File: src/hw/rtl/rdsc_pkg.sv
// Shared types, constants and helper functions for the radix digit string converter.
// Used by every module of the block; depends on nothing else.
`timescale 1ns / 1ps

package rdsc_pkg;

  // Fixed field widths of the channel beats.
  localparam int VALUE_W = 32;
  localparam int RADIX_W = 5;
  localparam int CHAR_W  = 7;
  localparam int DIGIT_W = 4;

  // Radix limits and character mapping constants.
  localparam logic [RADIX_W-1:0] MIN_RADIX         = 5'd2;
  localparam logic [RADIX_W-1:0] TOP_DECIMAL_DIGIT = 5'd9;
  localparam logic [RADIX_W-1:0] LOW_LETTER_RADIX  = 5'd11;
  localparam logic [RADIX_W-1:0] HIGH_RADIX        = 5'd16;
  localparam logic [CHAR_W-1:0]  LETTER_OFFSET     = 7'd55;
  localparam logic [CHAR_W-1:0]  ZERO_CHAR         = 7'd48;

  // Input beat.
  typedef struct packed {
    logic signed [VALUE_W-1:0] value;
    logic [RADIX_W-1:0]        radix;
  } in_t;

  // Result beat.
  typedef struct packed {
    logic [CHAR_W-1:0] digit_char;
    logic              error;
    logic              last;
  } out_t;

  // Sequencer states.
  typedef enum logic [1:0] {
    ST_IDLE,
    ST_DIV,
    ST_POP,
    ST_DRAIN
  } rdsc_state_t;

  // Control into the serial divider.
  typedef struct packed {
    logic load;
    logic go;
  } div_ctl_t;

  // Status out of the serial divider.
  typedef struct packed {
    logic               done;
    logic               quot_nz;
    logic [DIGIT_W-1:0] digit;
  } div_sts_t;

  // Control into the digit stack.
  typedef struct packed {
    logic               clear;
    logic               push;
    logic               pop;
    logic [DIGIT_W-1:0] digit;
  } stk_ctl_t;

  // Status and popped digit out of the digit stack.
  typedef struct packed {
    logic               empty;
    logic               one_left;
    logic               beat_valid;
    logic               beat_last;
    logic [DIGIT_W-1:0] beat_digit;
  } stk_sts_t;

  // A radix is usable when it lies in 2..9 or 11..16.
  function automatic logic radix_ok(input logic [RADIX_W-1:0] r);
    logic ok;
    ok = ((r >= MIN_RADIX) && (r <= TOP_DECIMAL_DIGIT)) ||
         ((r >= LOW_LETTER_RADIX) && (r <= HIGH_RADIX));
    return ok;
  endfunction

  // Map a digit to its ASCII character, 0-9 then A-F.
  function automatic logic [CHAR_W-1:0] to_ascii(input logic [DIGIT_W-1:0] d);
    logic [CHAR_W-1:0] c;
    if ({1'b0, d} > TOP_DECIMAL_DIGIT) begin
      c = CHAR_W'(d) + LETTER_OFFSET;
    end else begin
      c = CHAR_W'(d) + ZERO_CHAR;
    end
    return c;
  endfunction

endpackage

File: src/hw/rtl/radix_digit_string_converter.sv
// Top level of the radix digit string converter: sequencer, divider, stack, result register.
// Depends on rdsc_pkg, rdsc_divider and rdsc_stack.
`timescale 1ns / 1ps

// An item is taken when start is high and busy is low. A rejected item (value zero or
// negative, or radix outside 2..9 and 11..16) gives one beat with error and last set in
// the cycle after it is taken, and busy stays low. A valid item raises busy; each digit is
// found by one pass of the bit-serial divider, which brings down one dividend bit per cycle,
// and pushed onto the digit stack; once the quotient is zero the digits are popped and go out
// through the registered stack read port and the result register.
// Characters come out on consecutive cycles, most significant first, each shown for one
// cycle with out_valid high; the receiver cannot stall them, so it must take every beat.
// At most STACK_DEPTH digits are kept: the least significant ones.
module radix_digit_string_converter
  import rdsc_pkg::*;
#(
  parameter int STACK_DEPTH = 32,
  parameter int VALUE_BITS  = 32
) (
  input  logic clk,
  input  logic rst_n,
  input  logic start,
  output logic busy,
  input  in_t  in_item,
  output logic out_valid,
  output out_t out_item
);

  rdsc_state_t st_r, st_nxt;

  logic [VALUE_BITS-1:0] in_val;
  logic                  in_bad;
  logic                  accept;
  logic [RADIX_W-1:0]    radix_r;

  div_ctl_t div_ctl;
  div_sts_t div_sts;
  stk_ctl_t stk_ctl;
  stk_sts_t stk_sts;

  logic out_valid_r, out_valid_nxt;
  out_t out_item_r, out_item_nxt;

  // Take the low VALUE_BITS bits of the value, sign extended when the datapath is wider.
  if (VALUE_BITS <= VALUE_W) begin : g_narrow
    assign in_val = in_item.value[VALUE_BITS-1:0];
  end else begin : g_wide
    assign in_val = {{(VALUE_BITS - VALUE_W){in_item.value[VALUE_W-1]}}, in_item.value};
  end

  // Reject values that are not positive and radices that are not allowed.
  assign in_bad = (in_val == '0) || in_val[VALUE_BITS-1] || !radix_ok(in_item.radix);
  assign accept = start && !busy;

  // Next state.
  always_comb begin
    st_nxt = st_r;
    unique case (st_r)
      ST_IDLE: begin
        if (accept && !in_bad) begin
          st_nxt = ST_DIV;
        end
      end
      ST_DIV: begin
        if (div_sts.done && !div_sts.quot_nz) begin
          st_nxt = ST_POP;
        end
      end
      ST_POP: begin
        if (stk_sts.one_left) begin
          st_nxt = ST_DRAIN;
        end
      end
      ST_DRAIN: begin
        if (stk_sts.beat_valid && stk_sts.beat_last) begin
          st_nxt = ST_IDLE;
        end
      end
      default: st_nxt = ST_IDLE;
    endcase
  end

  // State outputs: divider and stack control. Busy is low only while idle.
  always_comb begin
    busy          = 1'b1;
    div_ctl       = '0;
    stk_ctl       = '0;
    stk_ctl.digit = div_sts.digit;
    unique case (st_r)
      ST_IDLE: begin
        busy          = 1'b0;
        div_ctl.load  = start && !in_bad;
        stk_ctl.clear = start && !in_bad;
      end
      ST_DIV: begin
        stk_ctl.push = div_sts.done;
        div_ctl.go   = div_sts.done && div_sts.quot_nz;
      end
      ST_POP: begin
        stk_ctl.pop = 1'b1;
      end
      ST_DRAIN: begin
      end
      default: begin
      end
    endcase
  end

  always_ff @(posedge clk) begin
    if (!rst_n) begin
      st_r <= ST_IDLE;
    end else begin
      st_r <= st_nxt;
    end
  end

  // Radix is held for the whole division.
  always_ff @(posedge clk) begin
    if (accept) begin
      radix_r <= in_item.radix;
    end
  end

  rdsc_divider #(
    .VALUE_BITS(VALUE_BITS)
  ) u_divider (
    .clk     (clk),
    .rst_n   (rst_n),
    .ctl     (div_ctl),
    .load_val(in_val),
    .radix   (radix_r),
    .sts     (div_sts)
  );

  rdsc_stack #(
    .STACK_DEPTH(STACK_DEPTH)
  ) u_stack (
    .clk  (clk),
    .rst_n(rst_n),
    .ctl  (stk_ctl),
    .sts  (stk_sts)
  );

  // Result register: an error beat on a rejected item, otherwise each popped digit.
  always_comb begin
    out_valid_nxt = 1'b0;
    out_item_nxt  = out_item_r;
    if (accept && in_bad) begin
      out_valid_nxt           = 1'b1;
      out_item_nxt.digit_char = '0;
      out_item_nxt.error      = 1'b1;
      out_item_nxt.last       = 1'b1;
    end else if (stk_sts.beat_valid) begin
      out_valid_nxt           = 1'b1;
      out_item_nxt.digit_char = to_ascii(stk_sts.beat_digit);
      out_item_nxt.error      = 1'b0;
      out_item_nxt.last       = stk_sts.beat_last;
    end
  end

  always_ff @(posedge clk) begin
    if (!rst_n) begin
      out_valid_r <= 1'b0;
    end else begin
      out_valid_r <= out_valid_nxt;
    end
  end

  always_ff @(posedge clk) begin
    out_item_r <= out_item_nxt;
  end

  assign out_valid = out_valid_r;
  assign out_item  = out_item_r;

  // A rejected item gives its error beat in the next cycle.
  a_reject_beat: assert property (@(posedge clk) disable iff (!rst_n)
    (start && !busy && in_bad) |=> (out_valid && out_item.error && out_item.last))
    else $error("rejected item did not produce an error beat");

  // The stack is never popped empty while popping.
  a_pop_nonempty: assert property (@(posedge clk) disable iff (!rst_n)
    (st_r == ST_POP) |-> !stk_sts.empty)
    else $error("pop state entered with an empty stack");

  // The divider only finishes a pass while a division is under way.
  a_div_done_state: assert property (@(posedge clk) disable iff (!rst_n)
    div_sts.done |-> (st_r == ST_DIV))
    else $error("divider finished outside the division state");

  // No digit beat leaves the stack while the block is idle.
  a_beat_while_busy: assert property (@(posedge clk) disable iff (!rst_n)
    stk_sts.beat_valid |-> (st_r == ST_POP || st_r == ST_DRAIN))
    else $error("stack beat outside the pop phase");

endmodule

File: src/hw/rtl/rdsc_divider.sv
// Bit-serial divider: divides a shift register by the radix, one bit per cycle.
// Depends on rdsc_pkg for the control and status structs.
`timescale 1ns / 1ps

module rdsc_divider
  import rdsc_pkg::*;
#(
  parameter int VALUE_BITS = 32
) (
  input  logic                  clk,
  input  logic                  rst_n,
  input  div_ctl_t              ctl,
  input  logic [VALUE_BITS-1:0] load_val,
  input  logic [RADIX_W-1:0]    radix,
  output div_sts_t              sts
);

  localparam int CNT_W = $clog2(VALUE_BITS);

  logic [VALUE_BITS-1:0] quot_r, quot_nxt;
  logic [DIGIT_W-1:0]    rem_r, rem_nxt;
  logic [CNT_W-1:0]      cnt_r, cnt_nxt;
  logic                  active_r, active_nxt;
  logic                  done_r, done_nxt;
  logic                  qnz_r, qnz_nxt;

  logic [RADIX_W-1:0]    trial;
  logic                  ge;

  // One restoring step: bring down the next dividend bit and try the subtract.
  assign trial = {rem_r, quot_r[VALUE_BITS-1]};
  assign ge    = (trial >= radix);

  always_comb begin
    quot_nxt   = quot_r;
    rem_nxt    = rem_r;
    cnt_nxt    = cnt_r;
    active_nxt = active_r;
    done_nxt   = 1'b0;
    qnz_nxt    = qnz_r;
    if (ctl.load || ctl.go) begin
      if (ctl.load) begin
        quot_nxt = load_val;
      end
      rem_nxt    = '0;
      cnt_nxt    = '0;
      qnz_nxt    = 1'b0;
      active_nxt = 1'b1;
    end else if (active_r) begin
      quot_nxt = {quot_r[VALUE_BITS-2:0], ge};
      rem_nxt  = ge ? DIGIT_W'(trial - radix) : trial[DIGIT_W-1:0];
      qnz_nxt  = qnz_r | ge;
      cnt_nxt  = cnt_r + 1'b1;
      if (cnt_r == CNT_W'(VALUE_BITS - 1)) begin
        active_nxt = 1'b0;
        done_nxt   = 1'b1;
      end
    end
  end

  // Control state.
  always_ff @(posedge clk) begin
    if (!rst_n) begin
      active_r <= 1'b0;
      done_r   <= 1'b0;
    end else begin
      active_r <= active_nxt;
      done_r   <= done_nxt;
    end
  end

  // Datapath registers need no reset.
  always_ff @(posedge clk) begin
    quot_r <= quot_nxt;
    rem_r  <= rem_nxt;
    cnt_r  <= cnt_nxt;
    qnz_r  <= qnz_nxt;
  end

  assign sts.done    = done_r;
  assign sts.quot_nz = qnz_r;
  assign sts.digit   = rem_r;

endmodule

File: src/hw/rtl/rdsc_stack.sv
// Digit stack: a small memory with a fill count, pushed by the divider, popped per beat.
// Depends on rdsc_pkg for the control and status structs.
`timescale 1ns / 1ps

module rdsc_stack
  import rdsc_pkg::*;
#(
  parameter int STACK_DEPTH = 32
) (
  input  logic     clk,
  input  logic     rst_n,
  input  stk_ctl_t ctl,
  output stk_sts_t sts
);

  localparam int AW = $clog2(STACK_DEPTH);
  localparam int CW = $clog2(STACK_DEPTH + 1);

  logic [DIGIT_W-1:0] mem [STACK_DEPTH];

  logic [CW-1:0]      count_r, count_nxt;
  logic               beat_valid_r, beat_valid_nxt;
  logic               beat_last_r;
  logic [DIGIT_W-1:0] beat_digit_r;

  logic               full;
  logic               empty;
  logic               do_push;
  logic               do_pop;
  logic [CW-1:0]      top_idx;

  assign full    = (count_r == CW'(STACK_DEPTH));
  assign empty   = (count_r == '0);
  assign do_push = ctl.push && !full;
  assign do_pop  = ctl.pop && !empty;
  assign top_idx = count_r - 1'b1;

  // Fill count; a push onto a full stack is dropped.
  always_comb begin
    count_nxt      = count_r;
    beat_valid_nxt = do_pop;
    if (ctl.clear) begin
      count_nxt = '0;
    end else if (do_push) begin
      count_nxt = count_r + 1'b1;
    end else if (do_pop) begin
      count_nxt = top_idx;
    end
  end

  always_ff @(posedge clk) begin
    if (!rst_n) begin
      count_r      <= '0;
      beat_valid_r <= 1'b0;
    end else begin
      count_r      <= count_nxt;
      beat_valid_r <= beat_valid_nxt;
    end
  end

  // Memory write port.
  always_ff @(posedge clk) begin
    if (do_push) begin
      mem[count_r[AW-1:0]] <= ctl.digit;
    end
  end

  // Memory read port with registered data; the beat is last when the stack empties.
  always_ff @(posedge clk) begin
    if (do_pop) begin
      beat_digit_r <= mem[top_idx[AW-1:0]];
      beat_last_r  <= (top_idx == '0);
    end
  end

  assign sts.empty      = empty;
  assign sts.one_left   = (count_r == CW'(1));
  assign sts.beat_valid = beat_valid_r;
  assign sts.beat_last  = beat_last_r;
  assign sts.beat_digit = beat_digit_r;

endmodule

File: config.mk
export PLATFORM = sky130hd
export DESIGN_NAME = radix_digit_string_converter
export DESIGN_NICKNAME = d
export VERILOG_FILES = /design/src/hw/rtl/rdsc_pkg.sv /design/src/hw/rtl/radix_digit_string_converter.sv /design/src/hw/rtl/rdsc_divider.sv /design/src/hw/rtl/rdsc_stack.sv
export SDC_FILE = /design/constraint.sdc
export NUM_CORES = 1
export LEC_CHECK = 0
export BUFFER_PORTS_ARGS = -buffer_cell sky130_fd_sc_hd__buf_2
export CELL_PAD_IN_SITES_DETAIL_PLACEMENT = 0
export CELL_PAD_IN_SITES_GLOBAL_PLACEMENT = 1
export CORE_ASPECT_RATIO = 0.8
export CORE_MARGIN = 1
export CORE_UTILIZATION = 45
export DETAILED_ROUTE_END_ITERATION = 12
export GPL_TIMING_DRIVEN = 0
export PLACE_DENSITY_LB_ADDON = 0.1
export SETUP_SLACK_MARGIN = 0.2
export SLEW_MARGIN = 10
export SYNTH_ARGS = -nofsm -noshare
export SYNTH_HDL_FRONTEND = slang
export SYNTH_HIERARCHICAL = 1
export SYNTH_SLANG_ARGS = --single-unit
File: constraint.sdc
create_clock -name clk -period 3.85 [get_ports clk]
set_input_delay 0.5775 -clock clk [delete_from_list [all_inputs] [get_ports clk]]
set_output_delay 0.5775 -clock clk [all_outputs]
set_load 0.1 [all_outputs]
==> flow_summary.ini, run 1 <==
[power]
ir_drop_v = 0.0004903
power_leakage_uw = 0.003767
p_per_area_mw_per_mm2 = 536.4
power_uw = 5536

[place]
dpl.hpwl_um = 13460
placed_cells = 980
gp_congestion = 0.8698
port_buffers = 50
pre_cts_slack_ns = 0.1278

[sta]
period_share = 0.9050
fin_skew_ns = 0.01025
hold_ws_ns = 0.3083
period_needed_ns = 3.484
tightest_slew_ns = 1.018
rsz0062_at_grt = no
hold_viol = 0
setup_violations = 0
fmax_mhz = 287.0
setup_tns_ns = 0
fin_ws_ns = 0.3656
finalMaxSlewViolations = 0
max-slew-margin-rel = 0.3154

[finish]
syn_to_final_growth_pct = 14.05
nFillCells = 1718
drive_gt1_frac = 0.1926
fin_cells = 1017
diodes = 0
final_common_cell = edfxtp_1
nNetsFinal = 799
final_cell_mix = edfxtp_1, nand2_1, buf_2

[critical_path]
cp_num_buf_inv = 7
cp_slowest_cell = dfxtp_1
critPathMaxFanout = 10
crit_cells = 11
critPathTopFamily = buffers and inverters
end_kind = register
r2r_cells = 11
worstPathRequired_ns = 4.07
path_cells = buf_6 -> buf_6 -> buf_6 -> inv_1 -> ha_1 -> buf_2 -> buf_2 -> buf_2 -> mux4_1 -> mux2i_1 -> a221oi_1
worstSetupPathType = register to register
cpPeakStageDelay_ns = 0.41
crit_path_start_kind = register
crit_arrival_ns = 3.70

[floorplan]
die_x_um = 160.6
core_area_mm2 = 0.01974
ioPinCount = 51
row_count = 46
dieArea_mm2 = 0.02069
start_util = 0.4584
die_h_um = 128.8

[clocking]
cts_buffer_depth = 3
htreeDepth = 1
cts_resized = 1
cts_setup_buffers = 0
cts_tree = done
cts_root_buf = clkbuf_16
cts_num_sinks = 201
clk_latency_ns = 0.49
cts_buffers = 21
cts_hold_buf = 0
clkTransAtPathRegs_ns = 0.06

[grt]
antenna_found_initial = 0
grt_max_degree = 37
grt_pass1_vias = 5361
grt_first_pass_wirelength_um = 30420
grt_overflow_total = 0
grt_usage = 0.1924

[detailed_routing]
drt_wl_total_um = 19410
post_drt_wl_per_cell_um = 19.08
drc_errors = 0
drtIter0Drc = 394
ant_nets = 0
dr_total_vias = 5553
viasPerCell = 5.460
dr.pass1.iters = 5

[logic_synthesis]
syn_nets = 726
synthCells = 666
synth.avg_cell_area_um2 = 13.59
syn-cell-area_mm2 = 0.009050
ys_warn_count = 6

[run_status]
status = completed

[hold_path]
hold_path.class = input pin to register
min_path_cells = 1

[run]
cap_viol_max_count = 0
==> sequential cells by signal (all words and copies together) (netlist names) <==
| name | cells |
|---|---|
| out_item | 9 |
| out_valid | 1 |
| radix_r | 5 |
| st_r | 2 |
| u_divider/active_r | 1 |
| u_divider/cnt_r | 5 |
| u_divider/done_r | 1 |
| u_divider/qnz_r | 1 |
| u_divider/quot_r | 32 |
| u_divider/rem_r | 4 |
| u_stack/beat_digit_r | 4 |
| u_stack/beat_last_r | 1 |
| u_stack/beat_valid_r | 1 |
| u_stack/count_r | 6 |
| u_stack/mem | 128 |
==> final cells by class <==
cell class | instances | area (µm²) | share of cell area
timing repair buffer | 50 | 250.2 | 0.02425
sequential | 201 | 5731 | 0.5552
multi-input combinational | 407 | 3043 | 0.2948
inverter | 20 | 75.07 | 0.007274
buffer | 38 | 210.2 | 0.02037
clock buffer | 22 | 529.3 | 0.05128
clock inverter | 15 | 152.6 | 0.01479
tap | 264 | 330.3 | 0.03200
==> per-layer routing <==
metal,vias up,GRT usage,part of all wire
met5,-,0,0
met4,0,0.03922,0.015
li1,2617,-,-
met1,2760,0.2955,0.49
met2,152,0.2875,0.44
met3,24,0.03224,0.055
==> worst paths after layout <==
kind                           start                 endpoint  slack, ns
setup / recovery  u_stack/count_r[0]  u_stack/beat_digit_r[0]       0.37
hold / removal            in_item[0]               radix_r[0]       0.31
setup reg to reg  u_stack/count_r[0]  u_stack/beat_digit_r[0]       0.37
hold reg to reg          out_item[1]              out_item[1]       0.47
==> report_power, final <==
group          total [µW]  switching, µW  internal [µW]
combinational         582            364            217
sequential           2940            248           2700
clock                2010            813           1200
==> through the flow <==
stage	area (µm²)	util
global route	10320	0.5228
floorplan	9050	-
global placement	9630	0.4878
CTS	10310	0.5225
finish	10320	0.5228
detailed placement	9632	0.4879
No activity file was read; power rests on OpenSTA's default activity.
==> run 2: changes to the inputs <==
- clock period: 3.85 -> 3.1 ns (I/O delays scaled with it)
==> run 2 against run 1 <==
  * Design area increased by 1.5%
  * First-iteration DRC count increased by 14%
  * Critical endpoint is now u_stack/beat_digit_r[1]
  * Largest power group unchanged
  * Via count increased by 0.25%
==> flow_summary.ini, run 2 (synthesized netlist as in run 1, its figures left out) <==
[run_status]
status = completed

[floorplan]
start_util = 0.4584
core_area_mm2 = 0.01974
dieArea_mm2 = 0.02069
row_count = 46
die_h_um = 128.8
ioPinCount = 51
die_x_um = 160.6

[detailed_routing]
drt_wl_total_um = 19590
drc_errors = 0
viasPerCell = 5.431
post_drt_wl_per_cell_um = 19.11
ant_nets = 0
dr_total_vias = 5567
dr.pass1.iters = 5
drtIter0Drc = 449

[sta]
rsz0062_at_grt = yes
hold_viol = 0
fmax_mhz = 352.2
finalMaxSlewViolations = 0
setup_violations = 0
setup_tns_ns = 0
tightest_slew_ns = 1.020
period_needed_ns = 2.839
fin_skew_ns = 0.008717
max-slew-margin-rel = 0.3140
period_share = 0.9158

[clocking]
cts_root_buf = clkbuf_16
clk_latency_ns = 0.49
clkTransAtPathRegs_ns = 0.06
cts_tree = done
cts_hold_buf = 0
cts_buffer_depth = 3
htreeDepth = 1
cts_num_sinks = 201
cts_buffers = 21

[critical_path]
r2r_cells = 12
worstSetupPathType = register to register
rrSetupSlack_ns = 0.26
critPathMaxFanout = 10
cpPeakStageDelay_ns = 0.44
crit_path_start_kind = register
r2r-start = u_stack/count_r[0]
cp_num_buf_inv = 6
crit_arrival_ns = 3.15
end_kind = register
worstPathRequired_ns = 3.42
r2r-end = u_stack/beat_digit_r[1]
path_cells = buf_6 -> buf_12 -> buf_12 -> clkinvlp_4 -> ha_1 -> buf_6 -> buf_4 -> mux4_1 -> o32ai_1 -> a2111oi_2 -> nor3_2 -> a221oi_2
cp_slowest_cell = a2111oi_2
critPathTopFamily = buffers and inverters

[power]
pwr-share-seq = 0.532
combPwrFrac = 0.105
clockPowerShare = 0.363
switching_power_uw = 1765
p_per_area_mw_per_mm2 = 656.1
ir_drop_v = 0.0006085
power_leakage_uw = 0.003812
power_uw = 6871
power_report.internal_total_uw = 5105
swShare = 0.2569

[hold_path]
whs_endpoint = radix_r[0]
hold_path.class = input pin to register
min_path_cells = 1
worstHoldStart = in_item[0]

[finish]
largest_reg_flops = 128
nFillCells = 1711
postLayoutCoreUtil = 0.5305
drive_gt1_frac = 0.2181
syn_to_final_growth_pct = 15.72
diodes = 0
final_common_cell = edfxtp_1
nNetsFinal = 807
final_cell_mix = edfxtp_1, nand2_1, buf_2

[place]
port_buffers = 50
gp_congestion = 0.8698
dpl.hpwl_um = 13460

[grt]
grt_overflow_total = 0
grt_max_degree = 37
grt_usage = 0.1948
antenna_found_initial = 0
grt_pass1_vias = 5412
grt_first_pass_wirelength_um = 30770

[run]
cap_viol_max_count = 0
[run 2: power by group through the flow]
stage          sequential (µW)  clock [µW]  combinational (µW)
2_1_floorplan             3580           0                 538
3_3_place_gp              3720           0                 704
3_5_place_dp              3750           0                 721
4_1_cts                   3690        2570                 727
5_1_grt                   3720        2660                 806
6_report                  3650        2490                 723
[run 2: what timing repair did]
item                       4_1_cts  5_1_grt
pin swaps                        1        4
buffers inserted                 3        5
setup endpoints to repair       11        8
resized for setup               21        9
[run 2: area by class of cell]
class	instances	area, µm²	share of cell area
buffer	38	256.5	0.02449
inverter	20	78.83	0.007527
multi-input combinational	407	3083	0.2944
tap	264	330.3	0.03154
sequential	201	5732	0.5473
clock inverter	15	152.6	0.01458
timing repair buffer	58	310.3	0.02963
clock buffer	22	529.3	0.05054
[run 2: worst max-delay path by stage]
stage	cells after the start	endpoint	from	slack, ns
floorplan	12	u_stack/beat_digit_r[1]	u_stack/count_r[0]	0.33
global placement	11	u_stack/beat_digit_r[0]	u_stack/count_r[0]	-0.55
detailed placement	11	u_stack/beat_digit_r[0]	u_stack/count_r[0]	-0.62
CTS	11	u_stack/beat_digit_r[0]	u_stack/count_r[0]	0.19
global route	12	u_stack/beat_digit_r[2]	u_stack/count_r[0]	0.15
finish	12	u_stack/beat_digit_r[1]	u_stack/count_r[0]	0.26
[run 2: metal layers]
layer	part of all wire	track usage
met4	0.016	0.03866
met5	0	0
met2	0.43	0.2872
met1	0.49	0.3029
met3	0.058	0.03224
[run 2: metrics by stage]
step | area (µm²) | setup slack, ns | std cells | hold slack, ns
floorplan | 9050 | 0.3297 | 666 | 0.4380
global placement | 9630 | -0.5463 | 980 | 0.4548
detailed placement | 9632 | -0.6222 | 980 | 0.4628
CTS | 10410 | 0.1944 | 1020 | 0.1855
global route | 10470 | 0.1524 | 1025 | 0.1766
finish | 10470 | 0.2610 | 1025 | 0.1965
==> run 3: changes to the inputs <==
- CAP_MARGIN: unset -> 25
- CORE_UTILIZATION: 45 -> 46
==> run 3 against run 2 <==
  * Highest routed layer unchanged
  * Combinational power increased by 38%
  * Utilization increased by 2.6 points
  * Critical path type unchanged
  * Sequential share of layout area decreased by 0.92 points
  * First-iteration DRC count decreased by 20%
  * Via count increased by 0.49%
  * Register-to-register slack improved by 0.06 ns
  * Flip-flop and latch count unchanged
  * Setup slack improved by 0.055 ns
  * Worst hold slack about the same
  * Die area decreased by 2.1%
  * Non-clock buffer count increased by 6
==> flow_summary.ini, run 3 (synthesized netlist as in run 1, its figures left out) <==
[critical_path]
end_kind = register
rrSetupSlack_ns = 0.32
critPathMaxFanout = 10
worstSetupPathType = register to register
crit_arrival_ns = 3.00
crit_path_start_kind = register
worstPathRequired_ns = 3.31

[sta]
setup_violations = 0
fin_skew_ns = 0.009663
fin_ws_ns = 0.3162
period_share = 0.8980
rsz0062_at_grt = no
hold_ws_ns = 0.1970
tightest_slew_ns = 0.9366
finalMaxSlewViolations = 0
hold_viol = 0
fmax_mhz = 359.2
setup_tns_ns = 0
max-slew-margin-rel = 0.3699
period_needed_ns = 2.784

[finish]
nFillCells = 1626
drive_gt1_frac = 0.2135
diodes = 0
largest_reg_flops = 128
final_common_cell = edfxtp_1
multi_input_area_mm2 = 0.003117
nNetsFinal = 813
seq_area_mm2 = 0.005729
syn_to_final_growth_pct = 17.64
final_cell_mix = edfxtp_1, nand2_1, buf_2
fin_cells = 1026

[clocking]
cts_root_buf = clkbuf_16
cts_buffer_depth = 3
cts_hold_buf = 0
cts_buffers = 21
htreeDepth = 1
clk_latency_ns = 0.49
clkTransAtPathRegs_ns = 0.06
cts_num_sinks = 201
cts_tree = done

[grt]
antenna_found_initial = 0
grt_first_pass_wirelength_um = 31020
grt_overflow_total = 0
grt_pass1_vias = 5559
grt_max_degree = 27
grt_usage = 0.1984

[floorplan]
dieArea_mm2 = 0.02024
row_count = 45
core_area_mm2 = 0.01914
die_x_um = 158.8
start_util = 0.4727
die_h_um = 127.5
ioPinCount = 51

[place]
dpl.hpwl_um = 13900
port_buffers = 50
placed_cells = 979
gp_congestion = 0.8499
pre_cts_slack_ns = -0.6433

[power]
power_leakage_uw = 0.003883
power_uw = 7012
ir_drop_v = 0.0004648
p_per_area_mw_per_mm2 = 658.6

[detailed_routing]
drc_errors = 0
ant_nets = 0
drt_wl_total_um = 19520
drtIter0Drc = 360
dr.pass1.iters = 4
viasPerCell = 5.452
post_drt_wl_per_cell_um = 19.03
dr_total_vias = 5594

[run]
cap_viol_max_count = 0

[hold_path]
hold_path.class = input pin to register

[run_status]
status = completed
==> run 3: cell count changes in the layout (fill, tap and decap cells not counted), sizes merged <==
cell      before  now
clkinv        10    8
inv           19   20
buf           79   85
clkinvlp       3    2
clkbuf        39   42
==> run 3: cell type report <==
| type | instances | area share |
|---|---|---|
| Timing Repair Buffer | 64 | 0.04043 |
| Multi-Input combinational cell | 407 | 0.2927 |
| Clock buffer | 25 | 0.05077 |
| Buffer | 38 | 0.02691 |
| Tap cell | 258 | 0.03032 |
| Sequential cell | 201 | 0.5381 |
| Inverter | 20 | 0.007404 |
| Clock inverter | 13 | 0.01328 |
==> run 3: layer usage <==
| layer | track usage | share of wire |
|---|---|---|
| met1 | 0.3071 | 0.50 |
| met2 | 0.2933 | 0.43 |
| met3 | 0.02922 | 0.054 |
| met4 | 0.04797 | 0.013 |
| met5 | 0 | 0 |
==> run 3: metrics by stage <==
step	instance area [µm²]	utilization
finish	10650	0.5561
CTS	10540	0.5506
floorplan	9050	-
detailed placement	9736	0.5086
global placement	9623	0.5027
global route	10650	0.5561
==> run 3: worst paths after layout <==
kind                 startpoint  cells past startpoint                       to
max          u_stack/count_r[0]                     11  u_stack/beat_digit_r[0]
min                  in_item[0]                      1               radix_r[0]
max reg2reg  u_stack/count_r[0]                     11  u_stack/beat_digit_r[0]
min reg2reg         out_item[1]                      2              out_item[1]
==> run 3: worst max-delay path: stages, from the launching register on <==
cell        delay, ns
dfxtp_4          0.39
buf_12           0.15
buf_12           0.12
buf_12           0.14
clkinvlp_4       0.15
ha_4             0.29
buf_6            0.15
mux4_2           0.37
o32ai_2          0.27
nand2_1          0.10
a32oi_2          0.28
a221oi_1         0.10
==> run 3: power breakdown <==
| part | leakage, µW | switching [µW] | total [µW] | internal (µW) |
|---|---|---|---|---|
| clock | 0.000332 | 989 | 2490 | 1500 |
| sequential | 0.00181 | 188 | 3520 | 3340 |
| combinational | 0.00174 | 623 | 1000 | 379 |
| total | 0.00388 | 1800 | 7010 | 5210 |
==> run 3: what timing repair did <==
item | in CTS | in global routing
pin swaps | 2 | 1
gates cloned | 0 | 0
resized for setup | 28 | 12
setup buffers | 2 | 7
setup endpoints to repair | 10 | 8
